[src/ufs_pkg.sv]
// shared types, codes and character classes for the uri field splitter
package ufs_pkg;

  typedef enum logic [3:0] {
    PH_SCHEME0 = 4'd0,
    PH_SCHEME  = 4'd1,
    PH_SLASH1  = 4'd2,
    PH_SLASH2  = 4'd3,
    PH_DOMAIN0 = 4'd4,
    PH_DOMAIN  = 4'd5,
    PH_PORT0   = 4'd6,
    PH_PORT    = 4'd7,
    PH_PATH    = 4'd8,
    PH_QUERY   = 4'd9,
    PH_FRAG0   = 4'd10,
    PH_FRAG    = 4'd11,
    PH_REJECT  = 4'd12
  } phase_e;

  localparam logic [2:0] TAG_DELIM  = 3'd0;
  localparam logic [2:0] TAG_SCHEME = 3'd1;
  localparam logic [2:0] TAG_DOMAIN = 3'd2;
  localparam logic [2:0] TAG_PORT   = 3'd3;
  localparam logic [2:0] TAG_PATH   = 3'd4;
  localparam logic [2:0] TAG_QUERY  = 3'd5;
  localparam logic [2:0] TAG_FRAG   = 3'd6;
  localparam logic [2:0] TAG_REJECT = 3'd7;

  localparam logic [7:0] CH_COLON    = 8'd58;
  localparam logic [7:0] CH_SLASH    = 8'd47;
  localparam logic [7:0] CH_DOT      = 8'd46;
  localparam logic [7:0] CH_HYPHEN   = 8'd45;
  localparam logic [7:0] CH_QUESTION = 8'd63;
  localparam logic [7:0] CH_HASH     = 8'd35;
  localparam logic [7:0] CH_EQUAL    = 8'd61;
  localparam logic [7:0] CH_AMP      = 8'd38;
  localparam logic [7:0] CH_UNDER    = 8'd95;

  localparam logic [15:0] PORT_MAX = 16'hffff;

  typedef struct packed {
    phase_e      phase;
    logic [15:0] port_acc;
    logic        port_ovf;
    logic        path_seen;
    logic        port_seen;
  } state_t;

  typedef struct packed {
    logic [2:0]  field_tag;
    logic        string_done;
    logic        match_ok;
    logic        has_port;
    logic [15:0] port_number;
    logic        port_clipped;
    logic        has_path;
    logic        has_query;
    logic        has_fragment;
  } result_t;

  localparam state_t STATE_RESET = '{
    phase:     PH_SCHEME0,
    port_acc:  16'd0,
    port_ovf:  1'b0,
    path_seen: 1'b0,
    port_seen: 1'b0
  };

  function automatic logic is_digit(input logic [7:0] c);
    return c inside {[8'd48:8'd57]};
  endfunction

  function automatic logic is_word(input logic [7:0] c);
    return (c inside {[8'd48:8'd57], [8'd65:8'd90], [8'd97:8'd122]}) || (c == CH_UNDER);
  endfunction

  function automatic logic is_domain_ch(input logic [7:0] c);
    return is_word(c) || (c == CH_DOT) || (c == CH_HYPHEN);
  endfunction

  function automatic logic is_path_ch(input logic [7:0] c);
    return is_word(c) || (c == CH_SLASH) || (c == CH_DOT);
  endfunction

  function automatic logic is_query_ch(input logic [7:0] c);
    return is_word(c) || (c == CH_EQUAL) || (c == CH_AMP);
  endfunction

endpackage

[src/ufs_step.sv]
// next parse state and result for one byte
module ufs_step (
  input  ufs_pkg::state_t  state_i,
  input  logic [7:0]       char_code_i,
  input  logic             final_char_i,
  output ufs_pkg::state_t  state_o,
  output ufs_pkg::result_t result_o
);

  ufs_pkg::state_t nxt;
  ufs_pkg::phase_e np;
  logic [2:0]      tag;
  logic [19:0]     prod;
  logic            ok;
  logic            qry;
  logic            frg;

  assign prod = ({4'd0, state_i.port_acc} << 3) + ({4'd0, state_i.port_acc} << 1)
              + {16'd0, char_code_i[3:0]};

  always_comb begin
    nxt = state_i;
    np  = ufs_pkg::PH_REJECT;
    tag = ufs_pkg::TAG_REJECT;
    case (state_i.phase)
      ufs_pkg::PH_SCHEME0: begin
        if (ufs_pkg::is_word(char_code_i)) begin
          np = ufs_pkg::PH_SCHEME; tag = ufs_pkg::TAG_SCHEME;
        end
      end
      ufs_pkg::PH_SCHEME: begin
        if (ufs_pkg::is_word(char_code_i)) begin
          np = ufs_pkg::PH_SCHEME; tag = ufs_pkg::TAG_SCHEME;
        end else if (char_code_i == ufs_pkg::CH_COLON) begin
          np = ufs_pkg::PH_SLASH1; tag = ufs_pkg::TAG_DELIM;
        end
      end
      ufs_pkg::PH_SLASH1: begin
        if (char_code_i == ufs_pkg::CH_SLASH) begin
          np = ufs_pkg::PH_SLASH2; tag = ufs_pkg::TAG_DELIM;
        end
      end
      ufs_pkg::PH_SLASH2: begin
        if (char_code_i == ufs_pkg::CH_SLASH) begin
          np = ufs_pkg::PH_DOMAIN0; tag = ufs_pkg::TAG_DELIM;
        end
      end
      ufs_pkg::PH_DOMAIN0: begin
        if (ufs_pkg::is_domain_ch(char_code_i)) begin
          np = ufs_pkg::PH_DOMAIN; tag = ufs_pkg::TAG_DOMAIN;
        end
      end
      ufs_pkg::PH_DOMAIN: begin
        if (ufs_pkg::is_domain_ch(char_code_i)) begin
          np = ufs_pkg::PH_DOMAIN; tag = ufs_pkg::TAG_DOMAIN;
        end else if (char_code_i == ufs_pkg::CH_COLON) begin
          np = ufs_pkg::PH_PORT0; tag = ufs_pkg::TAG_DELIM;
        end else if (char_code_i == ufs_pkg::CH_SLASH) begin
          np = ufs_pkg::PH_PATH; tag = ufs_pkg::TAG_PATH; nxt.path_seen = 1'b1;
        end else if (char_code_i == ufs_pkg::CH_QUESTION) begin
          np = ufs_pkg::PH_QUERY; tag = ufs_pkg::TAG_DELIM;
        end
      end
      ufs_pkg::PH_PORT0, ufs_pkg::PH_PORT: begin
        if (ufs_pkg::is_digit(char_code_i)) begin
          if (prod > {4'd0, ufs_pkg::PORT_MAX}) begin
            nxt.port_acc = ufs_pkg::PORT_MAX;
            nxt.port_ovf = 1'b1;
          end else begin
            nxt.port_acc = prod[15:0];
          end
          nxt.port_seen = 1'b1;
          np = ufs_pkg::PH_PORT; tag = ufs_pkg::TAG_PORT;
        end else if (state_i.phase == ufs_pkg::PH_PORT && ufs_pkg::is_path_ch(char_code_i)) begin
          np = ufs_pkg::PH_PATH; tag = ufs_pkg::TAG_PATH; nxt.path_seen = 1'b1;
        end else if (state_i.phase == ufs_pkg::PH_PORT && char_code_i == ufs_pkg::CH_QUESTION) begin
          np = ufs_pkg::PH_QUERY; tag = ufs_pkg::TAG_DELIM;
        end
      end
      ufs_pkg::PH_PATH: begin
        if (ufs_pkg::is_path_ch(char_code_i)) begin
          np = ufs_pkg::PH_PATH; tag = ufs_pkg::TAG_PATH;
        end else if (char_code_i == ufs_pkg::CH_QUESTION) begin
          np = ufs_pkg::PH_QUERY; tag = ufs_pkg::TAG_DELIM;
        end
      end
      ufs_pkg::PH_QUERY: begin
        if (ufs_pkg::is_query_ch(char_code_i)) begin
          np = ufs_pkg::PH_QUERY; tag = ufs_pkg::TAG_QUERY;
        end else if (char_code_i == ufs_pkg::CH_HASH) begin
          np = ufs_pkg::PH_FRAG0; tag = ufs_pkg::TAG_DELIM;
        end
      end
      ufs_pkg::PH_FRAG0, ufs_pkg::PH_FRAG: begin
        if (ufs_pkg::is_word(char_code_i)) begin
          np = ufs_pkg::PH_FRAG; tag = ufs_pkg::TAG_FRAG;
        end
      end
      default: begin
        np = ufs_pkg::PH_REJECT;
      end
    endcase
    nxt.phase = np;
  end

  assign ok  = np inside {ufs_pkg::PH_DOMAIN, ufs_pkg::PH_PORT, ufs_pkg::PH_PATH,
                          ufs_pkg::PH_QUERY, ufs_pkg::PH_FRAG};
  assign qry = (np == ufs_pkg::PH_QUERY) || (np == ufs_pkg::PH_FRAG);
  assign frg = (np == ufs_pkg::PH_FRAG);

  always_comb begin
    result_o           = '0;
    result_o.field_tag = tag;
    if (final_char_i) begin
      result_o.string_done = 1'b1;
      if (ok) begin
        result_o.match_ok     = 1'b1;
        result_o.has_port     = nxt.port_seen;
        result_o.port_number  = nxt.port_seen ? nxt.port_acc : 16'd0;
        result_o.port_clipped = nxt.port_seen & nxt.port_ovf;
        result_o.has_path     = nxt.path_seen;
        result_o.has_query    = qry;
        result_o.has_fragment = frg;
      end
    end
  end

  assign state_o = final_char_i ? ufs_pkg::STATE_RESET : nxt;

endmodule

[src/uri_field_splitter.sv]
// top level of the uri field splitter
//
// input channel: one byte of uri text per item (char_code_i) with final_char_i
// marking the last byte of a string; in_valid_i / in_stall_o.
// output channel: one result item per input item; out_valid_o / out_stall_i.
// every byte gets a field tag; the item for the last byte also carries
// string_done_o, match_ok_o, the presence flags and the decimal port value,
// saturated at 65535 with port_clipped_o raised.
// an item passes through the input register and then the result register;
// throughput is one item per cycle while the receiver does not stall, set by
// the single parse step between the two registers.
// a new item is taken while a finished result waits in the result register;
// when the receiver stalls, the result holds and the input register fills,
// after which in_stall_o is raised until the output moves again.
// after the last byte of a string the parser is back at the start of a
// scheme, ready for the next string.
// reset empties both registers and puts the parser at the start of a scheme.
module uri_field_splitter (
  input  logic        clk_i,
  input  logic        rst_ni,
  input  logic        in_valid_i,
  output logic        in_stall_o,
  input  logic [7:0]  char_code_i,
  input  logic        final_char_i,
  output logic        out_valid_o,
  input  logic        out_stall_i,
  output logic [2:0]  field_tag_o,
  output logic        string_done_o,
  output logic        match_ok_o,
  output logic        has_port_o,
  output logic [15:0] port_number_o,
  output logic        port_clipped_o,
  output logic        has_path_o,
  output logic        has_query_o,
  output logic        has_fragment_o
);

  logic             in_valid_q;
  logic [7:0]       char_q;
  logic             last_q;
  logic             out_valid_q;
  ufs_pkg::result_t res_q;
  ufs_pkg::result_t res_d;
  ufs_pkg::state_t  state_q;
  ufs_pkg::state_t  state_d;
  logic             advance;
  logic             in_load;

  assign advance    = in_valid_q && (!out_valid_q || !out_stall_i);
  assign in_stall_o = in_valid_q && !advance;
  assign in_load    = in_valid_i && !in_stall_o;

  ufs_step u_step (
    .state_i      (state_q),
    .char_code_i  (char_q),
    .final_char_i (last_q),
    .state_o      (state_d),
    .result_o     (res_d)
  );

  always_ff @(posedge clk_i or negedge rst_ni) begin
    if (!rst_ni) begin
      in_valid_q  <= 1'b0;
      out_valid_q <= 1'b0;
      state_q     <= ufs_pkg::STATE_RESET;
    end else begin
      if (!in_valid_q || advance) begin
        in_valid_q <= in_valid_i;
      end
      if (advance) begin
        out_valid_q <= 1'b1;
        state_q     <= state_d;
      end else if (!out_stall_i) begin
        out_valid_q <= 1'b0;
      end
    end
  end

  always_ff @(posedge clk_i) begin
    if (in_load) begin
      char_q <= char_code_i;
      last_q <= final_char_i;
    end
    if (advance) begin
      res_q <= res_d;
    end
  end

  assign out_valid_o    = out_valid_q;
  assign field_tag_o    = res_q.field_tag;
  assign string_done_o  = res_q.string_done;
  assign match_ok_o     = res_q.match_ok;
  assign has_port_o     = res_q.has_port;
  assign port_number_o  = res_q.port_number;
  assign port_clipped_o = res_q.port_clipped;
  assign has_path_o     = res_q.has_path;
  assign has_query_o    = res_q.has_query;
  assign has_fragment_o = res_q.has_fragment;

  a_summary_only_on_last: assert property (@(posedge clk_i) disable iff (!rst_ni)
    out_valid_o && !string_done_o |-> !match_ok_o && !has_query_o && !has_port_o)
    else $error("summary flags outside last item");

  a_match_not_rejected: assert property (@(posedge clk_i) disable iff (!rst_ni)
    out_valid_o && match_ok_o |-> field_tag_o != ufs_pkg::TAG_REJECT)
    else $error("matched string ends on rejected byte");

  a_no_port_no_number: assert property (@(posedge clk_i) disable iff (!rst_ni)
    out_valid_o && !has_port_o |-> port_number_o == 16'd0 && !port_clipped_o)
    else $error("port value without port");

  a_restart_after_last: assert property (@(posedge clk_i) disable iff (!rst_ni)
    advance && last_q |=> state_q.phase == ufs_pkg::PH_SCHEME0 && !state_q.port_seen)
    else $error("parser not restarted after last byte");

  a_stall_needs_item: assert property (@(posedge clk_i) disable iff (!rst_ni)
    in_stall_o |-> in_valid_q && out_valid_q && out_stall_i)
    else $error("input stalled without a blocked item");

endmodule
[config.mk]
export PLATFORM = sky130hd
export DESIGN_NAME = uri_field_splitter
export DESIGN_NICKNAME = d
export VERILOG_FILES = /design/src/ufs_pkg.sv /design/src/ufs_step.sv /design/src/uri_field_splitter.sv
export SDC_FILE = /design/constraint.sdc
export NUM_CORES = 1
export LEC_CHECK = 0
export ABC_AREA = 1
export BUFFER_PORTS_ARGS = -buffer_cell sky130_fd_sc_hd__buf_2
export CAP_MARGIN = 20
export CORE_ASPECT_RATIO = 2
export CORE_MARGIN = 4
export CORE_UTILIZATION = 30
export CTS_CLUSTER_DIAMETER = 120
export DETAILED_ROUTE_END_ITERATION = 6
export GPL_TIMING_DRIVEN = 0
export SKIP_LAST_GASP = 1
export SYNTH_ARGS = -nofsm -noshare
export SYNTH_HDL_FRONTEND = slang
export SYNTH_SLANG_ARGS = --single-unit
[constraint.sdc]
create_clock -name clk_i -period 4.65 [get_ports clk_i]
set_clock_uncertainty 0.2 [all_clocks]
set_input_delay 0.465 -clock clk_i [delete_from_list [all_inputs] [get_ports clk_i]]
set_output_delay 0.465 -clock clk_i [all_outputs]
set_load 0.05 [all_outputs]
==> run metrics <==
Slew Limit Fails 0; clock buffer count from CTS 9; fin crit share 83.74%; WP data arrival 3.77 ns; fin crit period between 3 and 4 ns; LEAKAGE 2.225 nW; die area 0.01588 mm2; global route total overflow 0; top post-synthesis cells by area edfxtp_1 25%, dfrtp_1 15%, nand2_1 11%, ha_1 9.4%, nor2_1 4.7%; Post-synth top flop edfxtp_1; CTS tree built; EDFF count, synth 35; die height 174.3 um; CTS Root Cell clkbuf_16; clk_lat worst skew 0.33 ns; PwrDens about 370 mW/mm2; die width roughly 91 um; first-pass GRT wire length approximately 19000 um; register bit total from synthesis 60; clk buf depth 2; Clk pwr share 35.4%; I/O Buffers 40; register share of total power 36.5%; initial antenna violation count 0; Slew @ Worst Pin 0.9046 ns; Req. time, crit path 4.53 ns; Core Util, Final 35.86%; wire length per cell roughly 16 um; clock slew at reported path FFs 0.05 ns; Synth top area share 25.35%; placer congestion estimate ~0.93; Psw 0.6479 mW; HPWL Detailed roughly 9500 um; clk sink count 60; Total Routing Usage GR 15.21%; switching portion of total power 36.17%; final setup violation count 0; fin nets 618; number of max-cap violations 0; Hold WC Path Type input pin to flip-flop; VDD IR max between 0.00015 and 0.0002 V; P_int 1.143 mW; post-synthesis instance total 520; I/O pins 41; count of cell types in the netlist 42; Seq/Total Area, Yosys approximately two fifths; CORE AREA between 0.01 and 0.015 mm2; unrepaired setup endpoints after global routing no; syn_area_per_cell roughly 8 um2; non-filler cells, final 732; total power ~1.8 mW; status complete, no violations; CP endpoint kind flip-flop; Hold Worst Slack roughly 0.11 ns; row count 60; post-route ant nets 0; Worst setup SP type flip-flop; achievable frequency between 200 and 300 MHz; number of diodes 0; vias per cell 5.079; WS Path Type flip-flop to flip-flop; Cell Area, Synth 0.004146 mm2; H-tree depth 3; post-CTS sizing 0; final setup TNS 0 ns; Logic pwr share 28.1%; drt pass-1 iters 4; placed instance count 715; share of post-route cells with drive strength above 1 about a fifth; Routed WL 11680 um; vias in the first global route ~3900; largest net degree at the start of global routing 33; Residual DRC 0; Synth Warn # 0; syn nets around 570; FFs w/ async S/R, synth about two fifths; Final Hold Viols 0; Synth area leader edfxtp_1; initial DRC count 140; largest fanout on the critical path 10; Slew HR around two fifths; total number of vias 3718; Initial Util between 30 and 40%; Synth-to-Final Area Change 16.87%
## cell type report
type                    count  area (um2)
plain buffers               8       41.29
clock buffers              11       254.0
clock inverters             5       33.78
fillers                  1400        8667
inverters                  56       210.2
multi-input cells         396        2226
flip-flops and latches     60        1677
well taps                 155       193.9
repair buffers             41       210.2
## what timing repair did
item / 4_1_cts / 5_1_grt
endpoints found under the hold margin: 25 / 0
setup buffers: 0 / 0
hold buffers: 1 / 0
## cells in the mapped netlist, types with 5 or more instances
library cell / n
nand2_1: 117
nor2_1: 52
inv_1: 51
o21ai_0: 36
a21oi_1: 35
edfxtp_1: 35
ha_1: 31
nand3_1: 30
dfrtp_1: 25
or2_2: 17
nor2_2: 16
o21ai_1: 9
nand4_1: 8
clkbuf_1: 6
nor3_1: 6
nand3_2: 5
## metrics by stage
stage                     setup slack (ns)  cell area (um2)
after global routing                0.5157             4846
after floorplan                     0.9444             4146
final                               0.7563             4846
after detailed placement            0.8000             4548
after global placement             -0.6057             4541
after CTS                           0.7699             4846
## metal layers
layer | GRT usage (%) | up-vias | wire length [um]
met4 | 11.84 | 0 | 860
met3 | 1.906 | 41 | 252
li1 | - | 1856 | -
met5 | 0 | - | 0
met1 | 13.74 | 1723 | 3978
met2 | 29.44 | 98 | 6589
## cell families (layout without fill, tap and decap cells)
family                     count (synthesis)  after routing  synth area share [%]
and+or+nand+nor                          262            262                 29.45
AOI/OAI and AO/OA                         96             96                 12.67
DFF                                       60             60                 40.43
adders and majority gates                 33             33                 10.32
xor gates and xnor gates                   5              5                 1.056
buffers and inverters                     64            121                 6.065
## placed cells by master (no fill, tap or decap), types with 2 or more instances in the layout
cell type  instances
fa_1               2
or2_2             17
nand3_1           30
inv_2              4
inv_1             51
edfxtp_1          35
clkbuf_16         10
clkbuf_1           7
nor2_2            16
xnor2_1            3
nand2_1          117
clkinv_1           2
a21boi_0           2
o21ai_0           36
nand4_1            8
o22ai_1            4
nand2_2            4
ha_1              31
nand3_2            5
a21oi_1           35
nor3_1             6
nor2_1            51
buf_2             40
xor2_1             2
nor2_4             3
dfrtp_1           25
o21ai_1            9
## flip-flops by register name, indices dropped and copies added, names as in the netlist
name	count
has_query_o	1
char_q	8
out_valid_o	1
port_clipped_o	1
string_done_o	1
field_tag_o	3
port_number_o	16
has_fragment_o	1
state_q	23
last_q	1
has_port_o	1
match_ok_o	1
in_valid_q	1
has_path_o	1
## critical path: stages (launching register included)
cell      delay (ns)
edfxtp_1        0.50
fa_1            0.60
inv_1           0.07
fa_1            0.45
nand3b_1        0.17
nand2_1         0.15
a21oi_1         0.14
o21ai_1         0.19
nand3_1         0.14
nand3_1         0.10
nand2_1         0.11
nor2_1          0.13
nand2_2         0.14
inv_1           0.11
buf_4           0.18
nand3_1         0.13
nand2_1         0.10
nor2_2          0.04
## power groups by stage
stage	sequential (mW)	combinational, mW	clock (mW)
6_report	0.653	0.503	0.635
5_1_grt	0.658	0.538	0.672
4_1_cts	0.653	0.500	0.646
3_5_place_dp	0.663	0.498	0
3_3_place_gp	0.664	0.499	0
2_1_floorplan	0.765	0.258	0
## worst paths after layout
check	startpoint	endpoint	slack [ns]	cells past startpoint
setup / recovery	char_q[3]$_DFFE_PP_	port_number_o[14]$_SDFFCE_PN0P_	0.76	17
hold / removal	final_char_i	last_q$_DFFE_PP_	0.11	1
setup reg to reg	char_q[3]$_DFFE_PP_	port_number_o[14]$_SDFFCE_PN0P_	0.76	17
hold reg to reg	in_valid_q$_DFFE_PN0N_	out_valid_o$_DFFE_PN0P_	0.29	2
max in group asynchronous	rst_ni	state_q[4]$_DFFE_PN0P_	3.34	2
min in group asynchronous	rst_ni	state_q[15]$_DFFE_PN0P_	0.49	2
Note: power is estimated with default switching activity, not from simulation.
